File: config.mk
export PLATFORM = sky130hd
export DESIGN_NAME = stable_priority_queue
export DESIGN_NICKNAME = d
export VERILOG_FILES = /design/src/rtl/spq_pkg.sv /design/src/rtl/spq_cell.sv /design/src/rtl/stable_priority_queue.sv
export VERILOG_INCLUDE_DIRS = /design/src /design/src/rtl
export SDC_FILE = /design/constraint.sdc
export NUM_CORES = 2
export LEC_CHECK = 0
export ABC_CLOCK_PERIOD_IN_PS = 7700
export BUFFER_PORTS_ARGS = -buffer_cell sky130_fd_sc_hd__buf_2
export CORE_UTILIZATION = 47
export CTS_BUF_LIST = sky130_fd_sc_hd__clkbuf_2
export CTS_CLUSTER_SIZE = 14
export DETAILED_ROUTE_END_ITERATION = 16
export GPL_TIMING_DRIVEN = 0
export PLACE_DENSITY_LB_ADDON = 0.12
export REMOVE_ABC_BUFFERS = 1
export SYNTH_ARGS = -nofsm -noshare
export SYNTH_HDL_FRONTEND = slang
export SYNTH_SLANG_ARGS = --single-unit
File: constraint.sdc
create_clock -name aclk -period 7.7 [get_ports aclk]
set_input_delay 0.385 -clock aclk [delete_from_list [all_inputs] [get_ports aclk]]
set_output_delay 0.385 -clock aclk [all_outputs]
set_load 0.05 [all_outputs]
File: src/rtl/stable_priority_queue_assert.svh
// Assertion macros used by the priority queue RTL.
`ifndef STABLE_PRIORITY_QUEUE_ASSERT_SVH
`define STABLE_PRIORITY_QUEUE_ASSERT_SVH

// Same-cycle implication, sampled on aclk, off while aresetn is low.
`define SPQ_ASSERT_NOW(label, ante, cons, msg) \
    label: assert property (@(posedge aclk) disable iff (!aresetn) (ante) |-> (cons)) \
        else $error(msg);

// Next-cycle implication, sampled on aclk, off while aresetn is low.
`define SPQ_ASSERT_NEXT(label, ante, cons, msg) \
    label: assert property (@(posedge aclk) disable iff (!aresetn) (ante) |=> (cons)) \
        else $error(msg);

`endif

File: src/rtl/spq_pkg.sv
// Shared types and constants of the stable priority queue.
package spq_pkg;

    localparam int DEPTH     = 16;
    localparam int KEY_BITS  = 8;
    localparam int DATA_BITS = 32;
    localparam int TAG_BITS  = 32;
    localparam int CNT_BITS  = $clog2(DEPTH + 1);
    localparam int MODE_BITS = 2;
    localparam int STAT_BITS = 2;

    localparam int IN_BITS  = MODE_BITS + KEY_BITS + DATA_BITS;
    localparam int IN_W     = ((IN_BITS + 7) / 8) * 8;
    localparam int OUT_BITS = STAT_BITS + KEY_BITS + DATA_BITS + TAG_BITS + CNT_BITS;
    localparam int OUT_W    = ((OUT_BITS + 7) / 8) * 8;
    localparam int OUT_PAD  = OUT_W - OUT_BITS;

    typedef enum logic [MODE_BITS-1:0] {
        MODE_PRIO = 2'd0,
        MODE_FIFO = 2'd1,
        MODE_POP  = 2'd2,
        MODE_NOP  = 2'd3
    } mode_t;

    typedef enum logic [STAT_BITS-1:0] {
        ST_DONE  = 2'd0,
        ST_FULL  = 2'd1,
        ST_EMPTY = 2'd2
    } status_t;

    typedef enum logic [1:0] {
        CMD_HOLD,
        CMD_INS_PRIO,
        CMD_INS_TAIL,
        CMD_POP
    } cmd_t;

    typedef struct packed {
        logic [KEY_BITS-1:0]  sev;
        logic [DATA_BITS-1:0] pay;
        logic [TAG_BITS-1:0]  tag;
    } data_t;

    typedef struct packed {
        logic  valid;
        data_t data;
    } entry_t;

    // Broadcast to every cell in a cycle.
    typedef struct packed {
        cmd_t  cmd;
        data_t new_data;
    } ctl_t;

endpackage

File: src/rtl/spq_cell.sv
// One slot of the shift-register queue, with its insert-position link.
module spq_cell (
    input  logic           aclk,
    input  logic           aresetn,
    input  spq_pkg::ctl_t  ctl,
    input  spq_pkg::entry_t left_in,
    input  spq_pkg::entry_t right_in,
    input  logic           found_in,
    output logic           found_out,
    output spq_pkg::entry_t entry_out
);
    import spq_pkg::*;

    logic   valid_reg, valid_next;
    data_t  data_reg, data_next;
    logic   claim;

    // A slot claims the new entry if it is empty, or, for a priority insert,
    // if its key is strictly greater than the new one.
    always_comb begin
        if (ctl.cmd == CMD_INS_TAIL) begin
            claim = !valid_reg;
        end else begin
            claim = !valid_reg || (data_reg.sev > ctl.new_data.sev);
        end
        found_out = found_in || claim;
    end

    always_comb begin
        valid_next = valid_reg;
        data_next  = data_reg;
        case (ctl.cmd)
            CMD_INS_PRIO, CMD_INS_TAIL: begin
                if (found_in) begin
                    valid_next = left_in.valid;
                    data_next  = left_in.data;
                end else if (claim) begin
                    valid_next = 1'b1;
                    data_next  = ctl.new_data;
                end
            end
            CMD_POP: begin
                valid_next = right_in.valid;
                data_next  = right_in.data;
            end
            default: begin
                valid_next = valid_reg;
                data_next  = data_reg;
            end
        endcase
    end

    always_ff @(posedge aclk) begin
        if (!aresetn) begin
            valid_reg <= 1'b0;
        end else begin
            valid_reg <= valid_next;
        end
    end

    always_ff @(posedge aclk) begin
        data_reg <= data_next;
    end

    assign entry_out = '{valid: valid_reg, data: data_reg};

endmodule

File: src/rtl/stable_priority_queue.sv
// A result beat is registered and appears in the cycle after its input beat is accepted.
// Throughput: one operation per cycle unless m_tready stalls; every cell compares and shifts at once.
// The insert position travels through the cell row as a ripple-found chain.
// s_tready is low only while a finished result waits on a stalled m_tready.
// Reset (aresetn low at a clock edge) empties the queue and sets the tag to 1.
// Stored entries need no clearing: only cells with a set valid bit are read.
module stable_priority_queue (
    input  logic                        aclk,
    input  logic                        aresetn,
    // s_tdata: mode[1:0], severity[9:2], payload[41:10], zero fill above.
    input  logic [spq_pkg::IN_W-1:0]    s_tdata,
    input  logic                        s_tvalid,
    output logic                        s_tready,
    // m_tdata: status[1:0], out_severity[9:2], out_payload[41:10],
    // out_tag[73:42], occupancy[78:74], zero fill above.
    output logic [spq_pkg::OUT_W-1:0]   m_tdata,
    output logic                        m_tvalid,
    input  logic                        m_tready
);
    import spq_pkg::*;

    `include "stable_priority_queue_assert.svh"

    // Input beat fields.
    mode_t                 in_mode;
    logic [KEY_BITS-1:0]   in_sev;
    logic [DATA_BITS-1:0]  in_pay;

    assign in_mode = mode_t'(s_tdata[MODE_BITS-1:0]);
    assign in_sev  = s_tdata[MODE_BITS +: KEY_BITS];
    assign in_pay  = s_tdata[MODE_BITS + KEY_BITS +: DATA_BITS];

    // Queue bookkeeping.
    logic [CNT_BITS-1:0]  count_reg, count_next;
    logic [TAG_BITS-1:0]  tag_reg, tag_next;
    logic                 s_fire;
    logic                 full, empty, push_ok;
    ctl_t                 ctl;

    // The cell row. Link slot 0 and slot DEPTH+1 are permanently empty ends;
    // cell i shows its contents on slot i+1.
    entry_t               link   [DEPTH+2];
    logic [DEPTH:0]       found;
    logic [DEPTH-1:0]     valid_vec;

    // Result register.
    logic                 m_valid_reg;
    status_t              status_reg, status_next;
    data_t                res_reg, res_next;
    logic [CNT_BITS-1:0]  occ_reg;

    // A new beat is taken whenever the result register is free or draining.
    assign s_tready = !m_valid_reg || m_tready;
    assign s_fire   = s_tvalid && s_tready;

    assign full  = (count_reg == CNT_BITS'(DEPTH));
    assign empty = (count_reg == '0);

    // Command for the whole row this cycle, plus the status of the beat.
    always_comb begin
        ctl.cmd      = CMD_HOLD;
        ctl.new_data = '{sev: in_sev, pay: in_pay, tag: tag_reg};
        status_next  = ST_DONE;
        push_ok      = 1'b0;
        if (s_fire) begin
            case (in_mode)
                MODE_PRIO, MODE_FIFO: begin
                    if (full) begin
                        status_next = ST_FULL;
                    end else begin
                        push_ok = 1'b1;
                        ctl.cmd = (in_mode == MODE_PRIO) ? CMD_INS_PRIO : CMD_INS_TAIL;
                    end
                end
                MODE_POP: begin
                    if (empty) begin
                        status_next = ST_EMPTY;
                    end else begin
                        ctl.cmd = CMD_POP;
                    end
                end
                default: begin
                    status_next = ST_DONE;
                end
            endcase
        end
    end

    // Occupancy and arrival tag follow the command.
    always_comb begin
        count_next = count_reg;
        tag_next   = tag_reg;
        if (push_ok) begin
            count_next = count_reg + CNT_BITS'(1);
            tag_next   = tag_reg + TAG_BITS'(1);
        end else if (ctl.cmd == CMD_POP) begin
            count_next = count_reg - CNT_BITS'(1);
        end
    end

    // Popped fields come from the head cell; every other beat reports zeros.
    always_comb begin
        if (ctl.cmd == CMD_POP) begin
            res_next = link[1].data;
        end else begin
            res_next = '0;
        end
    end

    assign link[0]        = '0;
    assign link[DEPTH+1]  = '0;
    assign found[0]       = 1'b0;

    for (genvar i = 0; i < DEPTH; i++) begin : g_cell
        spq_cell u_cell (
            .aclk      (aclk),
            .aresetn   (aresetn),
            .ctl       (ctl),
            .left_in   (link[i]),
            .right_in  (link[i+2]),
            .found_in  (found[i]),
            .found_out (found[i+1]),
            .entry_out (link[i+1])
        );
        assign valid_vec[i] = link[i+1].valid;
    end

    always_ff @(posedge aclk) begin
        if (!aresetn) begin
            count_reg   <= '0;
            tag_reg     <= TAG_BITS'(1);
            m_valid_reg <= 1'b0;
        end else begin
            count_reg <= count_next;
            tag_reg   <= tag_next;
            if (s_fire) begin
                m_valid_reg <= 1'b1;
            end else if (m_tready) begin
                m_valid_reg <= 1'b0;
            end
        end
    end

    always_ff @(posedge aclk) begin
        if (s_fire) begin
            status_reg <= status_next;
            res_reg    <= res_next;
            occ_reg    <= count_next;
        end
    end

    assign m_tvalid = m_valid_reg;
    assign m_tdata  = {{OUT_PAD{1'b0}}, occ_reg, res_reg.tag, res_reg.pay,
                       res_reg.sev, status_reg};

    // Occupancy within depth and equal to the valid cells; tag holds without a push; pops report ST_DONE.
    `SPQ_ASSERT_NOW(a_count_bound, 1'b1, count_reg <= CNT_BITS'(DEPTH), "occupancy above depth")
    `SPQ_ASSERT_NOW(a_valid_count, 1'b1, $countones(valid_vec) == 32'(count_reg), "valid cells disagree with occupancy")
    `SPQ_ASSERT_NEXT(a_tag_hold, !push_ok, $stable(tag_reg), "tag moved without a stored push")
    `SPQ_ASSERT_NEXT(a_pop_result, ctl.cmd == CMD_POP, m_valid_reg && status_reg == ST_DONE && occ_reg == $past(count_reg) - CNT_BITS'(1), "pop result wrong")

endmodule
==> metrics.txt <==
# TYPE chip_impl_metric gauge
chip_impl_metric{name="gp_congestion",unit=""} 0.755
chip_impl_info{name="startpoint_type",value="register"} 1
chip_impl_info{name="worst_setup_path_end_kind",value="register"} 1
chip_impl_metric{name="number_of_max_cap_violations",unit=""} 0
chip_impl_metric{name="setup_viol",unit=""} 0
chip_impl_metric{name="synthDistinctLibCells",unit=""} 65
chip_impl_info{name="critPathTopFamily",value="buffers and inverters"} 1
chip_impl_metric{name="leakagePower",unit="nW"} 28.6
chip_impl_metric{name="layout.cells.non_filler",unit=""} 8201
chip_impl_metric{name="global_route_wire_length_before_repair",unit="um"} 291000
chip_impl_metric{name="placeableCoreArea",unit="sq um"} 142000
chip_impl_metric{name="power.density_cell_area",unit="nW/um^2"} 204
chip_impl_metric{name="finalCritPeriodShare",unit="%"} 91.5
chip_impl_info{name="critPathSlowestCell",value="nor4_4"} 1
chip_impl_metric{name="hold_depth",unit=""} 6
chip_impl_metric{name="cts.repair_timing.setup_buffer_count",unit=""} 0
chip_impl_metric{name="htree_levels",unit=""} 5
chip_impl_metric{name="die_h",unit="um"} 380
chip_impl_metric{name="num_rows",unit=""} 138
chip_impl_metric{name="start_util",unit="%"} 47.4
chip_impl_metric{name="post_synth_inst_count",unit=""} 5855
chip_impl_info{name="synth_ff_type",value="edfxtp_1"} 1
chip_impl_metric{name="drc_marker_count_from_the_first_detailed_route_iteration",unit=""} 5176
chip_impl_metric{name="part_of_the_yosys_area_used_for_sequential_elements",unit="%"} 56.6
chip_impl_metric{name="ys_async_sr_fraction",unit="%"} 0
chip_impl_metric{name="vias_in_the_first_global_route",unit=""} 47408
chip_impl_metric{name="worst_slew_margin_rel",unit="%"} 13.6
chip_impl_metric{name="area_growth",unit="%"} 13.1
chip_impl_metric{name="drive_above_1_share",unit="%"} 15.2
chip_impl_metric{name="final_max_slew_viol_count",unit=""} 0
chip_impl_metric{name="timing.critical_path.buf_inv",unit=""} 8
chip_impl_metric{name="clockBufferDepth",unit=""} 4
chip_impl_metric{name="drc_errors",unit=""} 0
chip_impl_metric{name="max_slew.worst_pin.slew",unit="ns"} 1.29
chip_impl_metric{name="cts_num_sinks",unit=""} 1285
chip_impl_metric{name="worstPathRequired",unit="ns"} 9.07
chip_impl_metric{name="numPortBuffers",unit=""} 126
chip_impl_metric{name="routed_wl",unit="um"} 192000
chip_impl_metric{name="insertion_delay",unit="ns"} 1.77
chip_impl_metric{name="fin_tns_setup",unit="ns"} 0
chip_impl_metric{name="cts-buffers-inserted",unit=""} 359
chip_impl_metric{name="min_period",unit="ns"} 7.04
chip_impl_metric{name="total_placed_cells_including_tap_cells",unit=""} 7497
chip_impl_metric{name="largest_register_ffs",unit=""} 1152
chip_impl_metric{name="drtPass1Iterations",unit=""} 6
chip_impl_metric{name="clock_transition_at_the_registers_of_the_reported_paths",unit="ns"} 0.09
chip_impl_metric{name="grtUsageTotal",unit="%"} 26.2
chip_impl_metric{name="worst_ir_drop_on_vdd",unit="mV"} 0.0996
chip_impl_metric{name="power",unit="mW"} 15.5
chip_impl_info{name="outcome",value="completed"} 1
chip_impl_metric{name="critical_path.max_fanout",unit=""} 41
chip_impl_metric{name="dp_hpwl",unit="um"} 124000
chip_impl_info{name="cts_tree",value="done"} 1
chip_impl_metric{name="timing.critical_path.depth",unit=""} 18
chip_impl_metric{name="synth.cell_area",unit="sq um"} 67200
chip_impl_metric{name="synth_edf_count",unit=""} 1231
chip_impl_metric{name="final_hold_viol_count",unit=""} 0
chip_impl_metric{name="die_area",unit="sq um"} 144000
chip_impl_info{name="cp_common_cell",value="buf_8"} 1
chip_impl_metric{name="antenna_found_initial",unit=""} 4
chip_impl_metric{name="critical-path-max-stage-delay",unit="ns"} 0.62
chip_impl_info{name="clock_tree.root_cell",value="clkbuf_2"} 1
chip_impl_metric{name="yosys_warnings",unit=""} 0
chip_impl_info{name="holdCritStartpoint",value="s_tdata[8]"} 1
chip_impl_metric{name="num_io_pins",unit=""} 134
chip_impl_metric{name="avgSynthCellArea",unit="sq um"} 11.5
chip_impl_metric{name="via_count",unit=""} 49094
chip_impl_info{name="worst-setup-path-type",value="register to register"} 1
chip_impl_metric{name="grt_max_degree",unit=""} 110
chip_impl_metric{name="ys_ff_latch",unit=""} 1285
chip_impl_info{name="setup.worst_path.start",value="m_tvalid$_SDFFE_PN0P_"} 1
chip_impl_metric{name="die-width",unit="um"} 380
chip_impl_info{name="r2r-start",value="m_tvalid$_SDFFE_PN0P_"} 1
chip_impl_metric{name="wl_per_cell",unit="um"} 23.5
chip_impl_info{name="hp-class",value="input port to register"} 1
chip_impl_metric{name="max_freq",unit="MHz"} 142
chip_impl_metric{name="globalRouteOverflowTotal",unit=""} 0
chip_impl_metric{name="skew",unit="ns"} 0.113
chip_impl_metric{name="cp_data_arrival_time",unit="ns"} 8.41
chip_impl_metric{name="layout.nets",unit=""} 6254
chip_impl_info{name="grt_setup_unrepaired",value="no"} 1
chip_impl_info{name="cell_chain_of_the_critical_path",value="nand2b_1 > nand2_1 > inv_4 > buf_16 > and2_1 > ha_2 > inv_1 > o31a_1 > a211oi_2 > nand4_1 > buf_8 > nor4_4 > buf_8 > buf_8 > nand4_1 > buf_8 > o21a_4 > buf_16"} 1
chip_impl_metric{name="route.antenna.remaining_nets",unit=""} 0
chip_impl_metric{name="worst_r2r_path_depth",unit=""} 18
chip_impl_metric{name="vias_per_std_cell",unit=""} 5.99
cells in the final DEF, fill, tap and decap left out, types with 62 or more instances in the layout:
| cell | count |
|---|---|
| nor2_1 | 67 |
| nand3b_1 | 147 |
| o21ai_0 | 613 |
| edfxtp_1 | 1231 |
| clkbuf_2 | 548 |
| nand2b_1 | 70 |
| nor3b_1 | 359 |
| nand3_1 | 259 |
| a221o_1 | 286 |
| buf_2 | 126 |
| ha_1 | 132 |
| nor2b_1 | 119 |
| mux2i_1 | 606 |
| and2_1 | 81 |
| a21oi_1 | 139 |
| dlygate4sd3_1 | 99 |
| nand2_1 | 764 |
| buf_16 | 62 |
cells in the mapped netlist (all sizes together), types with 70 or more instances:
cell type / instances / area [sq um]
edfxtp: 1231 / 37000
nand2: 766 / 2880
o21ai: 617 / 3090
mux2i: 606 / 6070
clkbuf: 441 / 1660
nor3b: 359 / 2700
a221o: 286 / 2860
nand3: 259 / 1300
a21oi: 148 / 741
nand3b: 147 / 1100
ha: 135 / 1690
buf: 130 / 577
nor2b: 119 / 744
and2: 81 / 507
nand2b: 70 / 438
nor2: 70 / 268
worst min-delay path, delay by kind of cell:
family,cells,cell delay [ns]
buffers and inverters,3,1.04
and+or+nand+nor,1,0.23
AOI/OAI and AO/OA,2,0.17
kinds of logic after synthesis:
logic type / after synthesis / share of synthesized area, %
AO/OA/AOI/OAI: 1205 / 11.7
XOR/XNOR: 27 / 0.352
adder cells (fa/ha/maj): 135 / 2.51
buffers and inverters: 614 / 3.56
flip-flops: 1285 / 56.6
multiplexers: 646 / 9.70
other: 1 / 0.00558
AND/OR/NAND/NOR: 1942 / 15.5
layer usage:
| metal | wire [um] | up-vias | share of wire, % | GRT usage (%) |
|---|---|---|---|---|
| met3 | 13800 | 271 | 7.2 | 4.69 |
| met4 | 3400 | 0 | 1.8 | 7.18 |
| met5 | 0 | - | 0 | 0 |
| li1 | - | 22610 | - | - |
| met1 | 87500 | 24419 | 45 | 37.8 |
| met2 | 87700 | 1794 | 46 | 40.3 |
stage by stage:
stage / setup WS (ns) / util [%] / instance area, sq um / hold slack (ns)
after global routing: 0.317 / 53.6 / 76000 / 0.151
final: 0.656 / 53.6 / 76000 / 0.236
after detailed placement: 0.215 / 50.8 / 72000 / 0.492
after floorplan: -38.29 / - / 64900 / 0.447
after global placement: -67.17 / 47.9 / 67900 / 0.486
after CTS: 0.343 / 53.6 / 76000 / 0.00128
timing repair:
item / in CTS / in global routing
endpoints found under the setup margin: 0 / 2
hold buffers: 99 / 0
hold endpoints to repair: 1372 / 0
resized for setup: 0 / 1
path summary, 6_finish.rpt:
check | to | slack [ns]
worst max register to register | g_cell[14].u_cell.entry_out[24]$_DFFE_PP_ | 0.66
worst min register to register | g_cell[4].u_cell.entry_out[56]$_DFFE_PP_ | 0.51
worst min-delay path | g_cell[1].u_cell.entry_out[70]$_DFFE_PP_ | 0.24
worst max-delay path | g_cell[14].u_cell.entry_out[24]$_DFFE_PP_ | 0.66
power breakdown:
part	internal [mW]	leakage, nW	switching, mW	total [mW]
Clock	1.88	2.39	2.97	4.86
Combinational	0.762	14.2	1.20	1.96
Sequential	8.39	12.0	0.294	8.68
Total	11.0	28.6	4.46	15.5
cell type report:
class | instances | area, sq um
fill | 12381 | 65800
sequential | 1285 | 38000
multi-input combinational | 3956 | 27000
timing repair buffer | 422 | 5420
clock buffer | 548 | 2740
tap | 1890 | 2360
clock inverter | 53 | 231
inverter | 43 | 164
antenna | 4 | 10.0
Power figures use the tool's default switching activity.
